## src/tctsr_pkg.sv

```systemverilog
// ---------------------------------------------------------------------------
// tctsr_pkg: shared types and constants for the TCP connection table
// Field widths, stream packing positions, controller states and the
// structs that carry the search token and the write command along the cells.
// ---------------------------------------------------------------------------
package tctsr_pkg;

    localparam int DEF_TABLE_ENTRIES = 64;

    localparam int IP_W         = 32;
    localparam int PORT_W       = 16;
    localparam int SEQ_W        = 32;
    localparam int HDR_W        = 4;
    localparam int CONN_INDEX_W = 6;

    localparam logic [HDR_W-1:0] HEADER_WORDS = 4'd5;

    // slave stream: tdata = peer_ip, peer_port, local_port, peer_seq, random_seq
    localparam int S_TDATA_W = 128;
    localparam int S_TUSER_W = 4;
    localparam int SU_SYN    = 0;
    localparam int SU_ACK    = 1;
    localparam int SU_PSH    = 2;
    localparam int SU_FIN    = 3;

    // master stream: tdata = conn_index, reply ports, seq, ack, header words
    localparam int M_TDATA_W = 112;
    localparam int M_TUSER_W = 3;
    localparam int MU_CONN    = 0;
    localparam int MU_CREATED = 1;
    localparam int MU_REPLY   = 2;

    typedef enum logic [1:0] {
        ST_IDLE,
        ST_SEARCH,
        ST_DONE
    } t_state;

    // search token flags handed from cell to cell
    typedef struct packed {
        logic vld;
        logic hit;
        logic free;
    } t_tok;

    // write command broadcast to all cells
    typedef struct packed {
        logic en;
        logic create;
        logic syn;
    } t_wr;

endpackage

```

## src/tctsr_cell.sv

```systemverilog
// ---------------------------------------------------------------------------
// tctsr_cell: one connection table entry
// Holds one peer entry, compares it with the broadcast query when the search
// token passes, and hands the updated token to the next cell in the following cycle.
// ---------------------------------------------------------------------------
module tctsr_cell
    import tctsr_pkg::*;
#(
    parameter int IDX_W    = 6,
    parameter int CELL_IDX = 0
) (
    input  logic              i_clk,
    input  logic              i_rst_n,
    input  t_tok              i_tok,
    input  logic [IDX_W-1:0]  i_hit_idx,
    input  logic [IDX_W-1:0]  i_free_idx,
    output t_tok              o_tok,
    output logic [IDX_W-1:0]  o_hit_idx,
    output logic [IDX_W-1:0]  o_free_idx,
    input  logic [IP_W-1:0]   i_q_ip,
    input  logic [PORT_W-1:0] i_q_port,
    input  logic [SEQ_W-1:0]  i_q_seq,
    input  logic [SEQ_W-1:0]  i_q_rnd,
    input  logic [SEQ_W-1:0]  i_q_ack,
    input  t_wr               i_wr,
    input  logic [IDX_W-1:0]  i_wr_idx
);

    localparam logic [IDX_W-1:0] MY_IDX = IDX_W'(CELL_IDX);

    logic              r_used;
    logic [IP_W-1:0]   r_ip;
    logic [PORT_W-1:0] r_port;
    logic [SEQ_W-1:0]  r_local_seq;
    logic [SEQ_W-1:0]  r_ack_num;
    t_tok              r_tok;
    logic [IDX_W-1:0]  r_hit_idx;
    logic [IDX_W-1:0]  r_free_idx;

    logic match;
    logic sel;

    assign match = r_used && (r_ip == i_q_ip) && (r_port == i_q_port);
    assign sel   = i_wr.en && (i_wr_idx == MY_IDX);

    always_ff @(posedge i_clk) begin
        if (!i_rst_n) begin
            r_used <= 1'b0;
            r_tok  <= '0;
        end else begin
            r_tok.vld  <= i_tok.vld;
            r_tok.hit  <= i_tok.hit | match;
            r_tok.free <= i_tok.free | !r_used;
            if (sel && i_wr.create) begin
                r_used <= 1'b1;
            end
        end
    end

    always_ff @(posedge i_clk) begin
        // keep the earliest hit and the lowest free entry
        r_hit_idx  <= i_tok.hit  ? i_hit_idx  : MY_IDX;
        r_free_idx <= i_tok.free ? i_free_idx : MY_IDX;
        if (sel) begin
            if (i_wr.create) begin
                r_ip        <= i_q_ip;
                r_port      <= i_q_port;
                r_local_seq <= i_q_seq;
            end
            if (i_wr.syn) begin
                r_local_seq <= i_q_rnd;
                r_ack_num   <= i_q_ack;
            end
        end
    end

    assign o_tok      = r_tok;
    assign o_hit_idx  = r_hit_idx;
    assign o_free_idx = r_free_idx;

endmodule

```

## config.mk

```make
export PLATFORM = sky130hd
export DESIGN_NAME = tctsr_cell
export DESIGN_NICKNAME = d
export VERILOG_FILES = /design/src/tctsr_pkg.sv /design/src/tctsr_cell.sv
export SDC_FILE = /design/constraint.sdc
export NUM_CORES = 1
export LEC_CHECK = 0
export ABC_AREA = 1
export BUFFER_PORTS_ARGS = -buffer_cell sky130_fd_sc_hd__buf_4
export CORE_UTILIZATION = 45
export DETAILED_ROUTE_END_ITERATION = 16
export GPL_TIMING_DRIVEN = 0
export PLACE_DENSITY = 0.95
export SETUP_SLACK_MARGIN = 0.5
export SLEW_MARGIN = 20
export SYNTH_ARGS = -nofsm -noshare
export SYNTH_HDL_FRONTEND = slang
export SYNTH_SLANG_ARGS = --single-unit
```

## constraint.sdc

```tcl
create_clock -name i_clk -period 21.8 [get_ports i_clk]
set_clock_uncertainty 0.2 [all_clocks]
set_input_delay 4.36 -clock i_clk [delete_from_list [all_inputs] [get_ports i_clk]]
set_output_delay 4.36 -clock i_clk [all_outputs]
set_load 0.05 [all_outputs]
```

== Word-level counts from Yosys, hierarchy flattened ==
Cells that the tools add are included.

* Input port bits: 170
* Flip-flop bits (word level): 64
* Word-level logic and storage cells: 19

* Equality and inequality tests: 2
* Bitwise logic cells: 2
* Reduce and logical (&&, ||, !) cells: 7

{| class="wikitable"
|+ Operator list
! kind !! number
|-
| 32-bit == test || 1
|-
| 16-bit == test || 1
|-
| 6-bit logical NOT || 1
|-
| 1-bit logical AND || 4
|-
| 1-bit OR || 2
|-
| 2-bit AND reduction || 1
|-
| 1-bit logical NOT || 1
|}

== Logic depth before layout (Yosys ltp) ==
Gate-level depths: netlist (run 1).

* Word-level depth: 4
* Gate-level depth with buffers: 10
* Gate-level depth less buffers: 10

== Worst setup path after synthesis (run 1) ==
Ideal clock, no wire load.

* Kind: in2reg
* Start point: input port i_wr_idx[0]
* End point: register r_ip[0], enable pin
* Data arrival time: 9.177 ns
* Path buffers: 0
* Required time: 21.019 ns
* Cell stages on the path: 1
* Slack: 11.842 ns
* Cell sequence: nor4_1

* Cells in the longest elaborated chain, start to end: 3

{| class="wikitable"
|+ RTL lines
! item !! RTL line !! RTL
|-
| start: declaration || tctsr_cell.sv:26 || <nowiki>input logic [IDX_W-1:0] i_wr_idx</nowiki>
|-
| 6-bit logical NOT || tctsr_cell.sv:44 || <nowiki>assign sel = i_wr.en && (i_wr_idx == MY_IDX);</nowiki>
|-
| 1-bit logical AND || tctsr_cell.sv:44 ||
|-
| 2-bit AND reduction (no source line) || -- ||
|-
| end signal: assignment || tctsr_cell.sv:66 || <nowiki>r_ip <= i_q_ip;</nowiki>
|-
| end: declaration || tctsr_cell.sv:32 || <nowiki>logic [IP_W-1:0] r_ip;</nowiki>
|}

Every way passes these cells.
A chain may end at the register's enable or synchronous reset.

== Final worst setup path (run 1) ==
* Start point: input port i_wr_idx[5]
* End point: register r_ip[15], enable pin

The elaborated chain is that of the path after synthesis.

==> metrics.txt, run 1 <==
Post-synth top flop=edfxtp_1; DR vias/cell=~4.4; Critical Path Source Type=input pin; sequential share of power=roughly half; synth top area cells=edfxtp_1 (51%), nand2_1 (17%), dfxtp_1 (11%), inv_1 (11%), nor2_1 (4.9%); reg-to-reg slack, setup=just over 20000 ps; largest net degree at the start of global routing=11; DP HPWL=4.44 mm; number of synthesized flops with an enable pin=48; Residual DRC=0; Clock transition at path regs=60 ps; start point of the worst hold path=r_used; H-tree depth=3; Critical Path AT=5780 ps; Die ar.=6630 um2; top cells by count, synth=nand2_1 (127), inv_1 (82), edfxtp_1 (48), nor2_1 (37), dfxtp_1 (16); syn nets=502; Vias=around 2.3k; final setup fails=0; flop and latch count out of synthesis=between 60 and 70; post-synthesis cell type count=15; Yosys warning total=0; CTS Sinks=between 60 and 70; hold worst-path end=o_tok[0]; run status=completed; Antenna Cells=0; path depth of the worst reg2reg path=9; number of max-cap violations=0; root buffer cell=clkbuf_8; IO Port Bufs=slightly below 90; DRT iter0 DRCs=93; internal power=207 uW; Routed WL=~5.5 mm; TritonCTS Buffers=9; Pre-antenna DRT Iters=4; io pins=185; Yosys top cell by area=edfxtp_1; most common cell in the netlist=nand2_1; CTS tree=done; Setup TNS=0 ps; CTS Buffer Depth=2; Worst Max-Slew Pin Slew=399 ps; RSZ-0062 raised after global routing=false; Max stage delay on crit path=about 300 ps; Initial Utilization=47.3%; synthesized area per cell=between 8 and 9 um2; WL/cell=between 10 and 15 um; Crit Reg-Reg Endpoint=o_tok[1]; final-layout fill cell count=between 400 and 500; global-route usage over all layers=18.8%; Synth async-reset ratio=0%; fin crit share=between 20% and 30%; Hold Crit Depth=1; gpl congestion=0.704; Syn Inst Count=~330; required time worst endpoint=about 22000 ps; die width=just over 80 um; Core Util, Final=64.3%; Slew Limit Fails=0; Cell Pwr Density=68.6 nW/um2; nets=~610; area of the multi-input gates=between 700 and 800 um2; Crit Path Class=input pin to flip-flop; sequential fraction of the synthesis area=between 60% and 70%; worst-path cell chain=buf_4 > nor2_1 > nand2_1 > nor4_2 > buf_2 > buf_4 > buf_4 > buf_2; min Tclk post-route=about 6000 ps; Routed Antenna Nets=0; Std-Cell Rows=28; Worst slew margin=around three quarters; crit path max-delay cell type=nor4_2; grt ovf=0; Core ar.=between 5000 and 6000 um2; switching share of total power=a little over a fifth; P_sw=~57 uW; Worst Setup End Kind=flip-flop; Post-CTS Setup Inserts=0; Worst Hold Class=flip-flop to flip-flop; Clock Power Share=~39%; Logic pwr share=10.6%; number of global-route vias before repair=approximately 2.2k; Synth top area share=50.8%; CP dominant cell by count=buf_4; Layout area overhead=35.7%; share of cells above drive strength 1=roughly a quarter; r2r startpoint=r_port[14]; Hold Vio Cnt, Final=0; first-pass GRT wire length=around 9.1 mm; Peak VDD IR=0.0000514 V; crit path max fanout=8; Post-Syn Area=approximately 2800 um2; Die Ht=a little over 80 um; fmax=between 150 and 200 MHz; cells resized by post-CTS repair=0; Worst-Skew Late Latency=about 330 ps; hold buffers post-CTS=0; initial antenna violation count=0; Register Area=approximately 1800 um2; Lkg Pwr=slightly above 2 nW
==> kinds of logic (layout without fill, tap and decap cells) <==
group,after synthesis,in the layout,synth area share [%]
flip-flops,64,64,62.1
XOR/XNOR,8,8,2.47
AND/OR/NAND/NOR,169,169,22.7
buffers and inverters,82,193,10.9
AO/OA/AOI/OAI,9,9,1.85
==> worst max-delay path, delay by kind of cell <==
family,cells,cell delay [ps]
AND/OR/NAND/NOR,3,460
buffers and inverters,5,970
==> registers in the layout, summed over array words and instances, names as in the netlist <==
register / count
r_port: 16
r_ip: 32
o_hit_idx: 6
o_free_idx: 6
o_tok: 3
r_used: 1
==> cell usage in the layout (no fill, tap or decap) <==
| master | synthesis | final |
|---|---|---|
| nand2_1 | 127 | 127 |
| buf_4 | 0 | 90 |
| inv_1 | 82 | 82 |
| edfxtp_1 | 48 | 48 |
| nor2_1 | 37 | 37 |
| dfxtp_1 | 16 | 16 |
| clkbuf_8 | 0 | 13 |
| xnor2_1 | 6 | 6 |
| buf_2 | 0 | 5 |
| o22ai_1 | 3 | 3 |
| xor2_1 | 2 | 2 |
| o21ai_0 | 2 | 2 |
| nand3_1 | 2 | 2 |
| o21ai_1 | 2 | 2 |
| nor2_2 | 2 | 2 |
| nor4_2 | 0 | 1 |
| a21oi_2 | 1 | 1 |
| a21oi_1 | 1 | 1 |
| clkinv_2 | 0 | 1 |
| clkbuf_16 | 0 | 1 |
| clkbuf_1 | 0 | 1 |
==> layer usage <==
layer,share of wire [%],wire length (um),up-vias,global-route usage [%]
li1,-,-,1197,-
met1,41,2250,979,19.5
met2,49,2680,78,32.8
met3,8.1,445,11,7.64
met4,2.0,108,0,9.11
met5,0,0,-,0
==> per-stage QoR <==
step | total power, mW | cell area [um2] | worst slack [ps] | hold slack [ps] | cells
global route | 0.275 | 3850 | 15670 | 321 | 518
CTS | 0.267 | 3850 | 15840 | 293 | 518
floorplan | 0.148 | 2840 | 11840 | 234 | 332
finish | 0.264 | 3850 | 15850 | 287 | 518
global placement | 0.163 | 3580 | 9890 | 266 | 494
detailed placement | 0.164 | 3640 | 15490 | 287 | 502
==> area by class of cell <==
| class | count | share of cell area, % |
|---|---|---|
| multi-input combinational | 186 | 20.1 |
| clock inverter | 1 | 0.130 |
| inverter | 82 | 7.99 |
| timing repair buffer | 95 | 18.2 |
| sequential | 64 | 45.8 |
| clock buffer | 15 | 5.39 |
| tap | 75 | 2.44 |
==> worst max-delay path by stage <==
| stage | start | cells past startpoint | slack [ps] | end |
|---|---|---|---|---|
| final | i_wr_idx[5] | 8 | 15850 | r_ip[15] |
| after global routing | i_wr_idx[3] | 8 | 15670 | r_port[7] |
| after CTS | i_wr_idx[5] | 8 | 15840 | r_port[7] |
| after detailed placement | i_wr_idx[5] | 8 | 15490 | r_ip[28] |
| after global placement | i_wr_idx[3] | 4 | 9890 | r_ip[17] |
| after floorplan | i_wr_idx[0] | 1 | 11840 | r_ip[0] |
==> power groups by stage <==
stage / registers, mW / logic [mW] / clock network, mW
after global placement: 0.136 / 0.0273 / 0
after floorplan: 0.141 / 0.00697 / 0
after global routing: 0.133 / 0.0309 / 0.111
after detailed placement: 0.136 / 0.0284 / 0
final: 0.133 / 0.0281 / 0.103
after CTS: 0.133 / 0.0284 / 0.105
No activity file was read; power rests on OpenSTA's default activity.
==> run 2: changes to the inputs <==
CORE_UTILIZATION = 38   (was 45)
PLACE_DENSITY = 0.86   (was 0.95)
clock period = 5.24 ns   (was 21.8 ns; I/O delays follow)
==> run 2 against run 1 <==
Net effect: clock power grew to 4.4 times the previous value; sequential share of layout area is 0.40 points lower; sequential power grew to 4.2 times the previous value; global-route usage is 3.1 points lower; register-to-register slack worse by 17000 ps; first-iteration DRC count is 11% lower; via count is 0.44% lower; setup slack worse by 13000 ps; critical path type unchanged; critical endpoint is now r_ip[29]; largest power group unchanged.
==> metrics.txt, run 2 (same netlist as run 1, synthesis figures left out) <==
largest net degree at the start of global routing=14; met3 Use GR=~5.4%; met1 Use GR=17.1%; crit path max-delay cell type=nor4_4; nets=between 600 and 700; Worst slew margin=between 40% and 50%; Critical Path AT=approximately 2400 ps; Setup TNS=0 ps; gpl congestion=0.743; Logic pwr share=a little over a tenth; Layout area overhead=36.9%; most frequent cells in the layout=nand2_1 (127), buf_4 (88), inv_1 (82); CTS Buffer Depth=2; Worst Hold Class=flip-flop to flip-flop; Clock transition at path regs=about 60 ps; DRT iter0 DRCs=slightly above 80; root buffer cell=clkbuf_8; DR vias/cell=approximately 4.2; internal power=about 890 uW; global-route usage over all layers=15.7%; Cell Pwr Density=between 200 and 300 nW/um2; Max stage delay on crit path=roughly 580 ps; path depth of the worst reg2reg path=9; Top Registers=r_ip (32), r_port (16); Worst Setup End Kind=flip-flop; RSZ-0062 raised after global routing=false; Lkg Pwr=2.02 nW; Crit Path Class=input pin to flip-flop; Final Power=1.13 mW; CTS tree=done; CP dominant cell by count=buf_4; Critical Path Source Type=input pin; IO Port Bufs=87; worst-path cell chain=buf_4 > nor2_1 > nand2_1 > nor4_4 > buf_6 > buf_4; GRT met2 Usage=27.1%; number of max-cap violations=0; min Tclk post-route=2590 ps; Antenna Cells=0; fmax=a little under 400 MHz; number of global-route vias before repair=roughly 2.3k; Hold Crit Depth=1; initial antenna violation count=0; Worst path top cell family by delay=simple AND/OR/NAND/NOR gates; Hold Vio Cnt, Final=0; Hold Slack=296 ps; die width=88.4 um; switching share of total power=between 20% and 30%; Slew Limit Fails=0; io pins=roughly 190; fin crit share=~50%; Worst-Skew Late Latency=340 ps; required time worst endpoint=about 5100 ps; grt ovf=0; run status=completed; final setup fails=0; commonest non-fill, non-tap cell in the layout=nand2_1; Die Ht=around 90 um; Residual DRC=0; first-pass GRT wire length=9.14 mm; P_sw=about 240 uW; max FFs per register=32; TritonCTS Buffers=9; Routed WL=around 5.7 mm; Worst path depth=6; Core ar.=7210 um2; CP bufs+invs=3; Initial Utilization=about two fifths; busiest layer in global routing=met2; hold buffers post-CTS=0; reg-to-reg slack, setup=roughly 3800 ps; crit path max fanout=13; Core Util, Final=53.8%; cells resized by post-CTS repair=0; Routed Antenna Nets=0; WL/cell=around 11 um; sequential share of power=between 40% and 50%; Vias=2255; Peak VDD IR=0.000141 V; Post-CTS Setup Inserts=0; Die ar.=~7800 um2; CTS Sinks=64; Std-Cell Rows=31; H-tree depth=3; DP HPWL=between 4 and 5 mm; Reg with most FFs=r_ip; share of cells above drive strength 1=approximately a quarter; Worst Max-Slew Pin Slew=757 ps; Pre-antenna DRT Iters=4; Clock Power Share=40.6%
-- run 2: final timing paths --
kind                from        to
min reg2reg       r_used  o_tok[0]
min               r_used  o_tok[0]
max          i_wr_idx[5]  r_ip[29]
max reg2reg     r_ip[11]  o_tok[1]
-- run 2: through the flow --
stage          cells  area, um2  worst slack, ps
2_1_floorplan    332       2840              705
3_3_place_gp     518       3620             -503
3_5_place_dp     522       3670             2280
4_1_cts          538       3880             2640
5_1_grt          538       3880             2530
6_report         538       3880             2650
-- run 2: power groups by stage --
stage | Combinational [mW] | Clock (mW) | Sequential, mW
finish | 0.118 | 0.458 | 0.554
global route | 0.130 | 0.494 | 0.554
CTS | 0.119 | 0.473 | 0.554
detailed placement | 0.119 | 0 | 0.565
global placement | 0.114 | 0 | 0.565
floorplan | 0.0291 | 0 | 0.587
-- run 2: metal layers --
| layer | share of wire, % | routed length, um |
|---|---|---|
| met1 | 41 | 2350 |
| met2 | 50 | 2830 |
| met3 | 7.2 | 410 |
| met4 | 1.7 | 97 |
| met5 | 0 | 0 |
-- run 2: cell type report --
cell class	count	area, um2
clock buffer	12	145
clock inverter	4	68.8
fill	684	3330
inverter	82	308
multi-input combinational	186	782
sequential	64	1760
tap	99	124
timing repair buffer	91	694
-- run 2: worst reg2reg max path, delay by kind of cell (launching register included) --
family	cells	cell delay (ps)
and+or+nand+nor	7	600
DFF	1	390
AOI/OAI and AO/OA	2	180
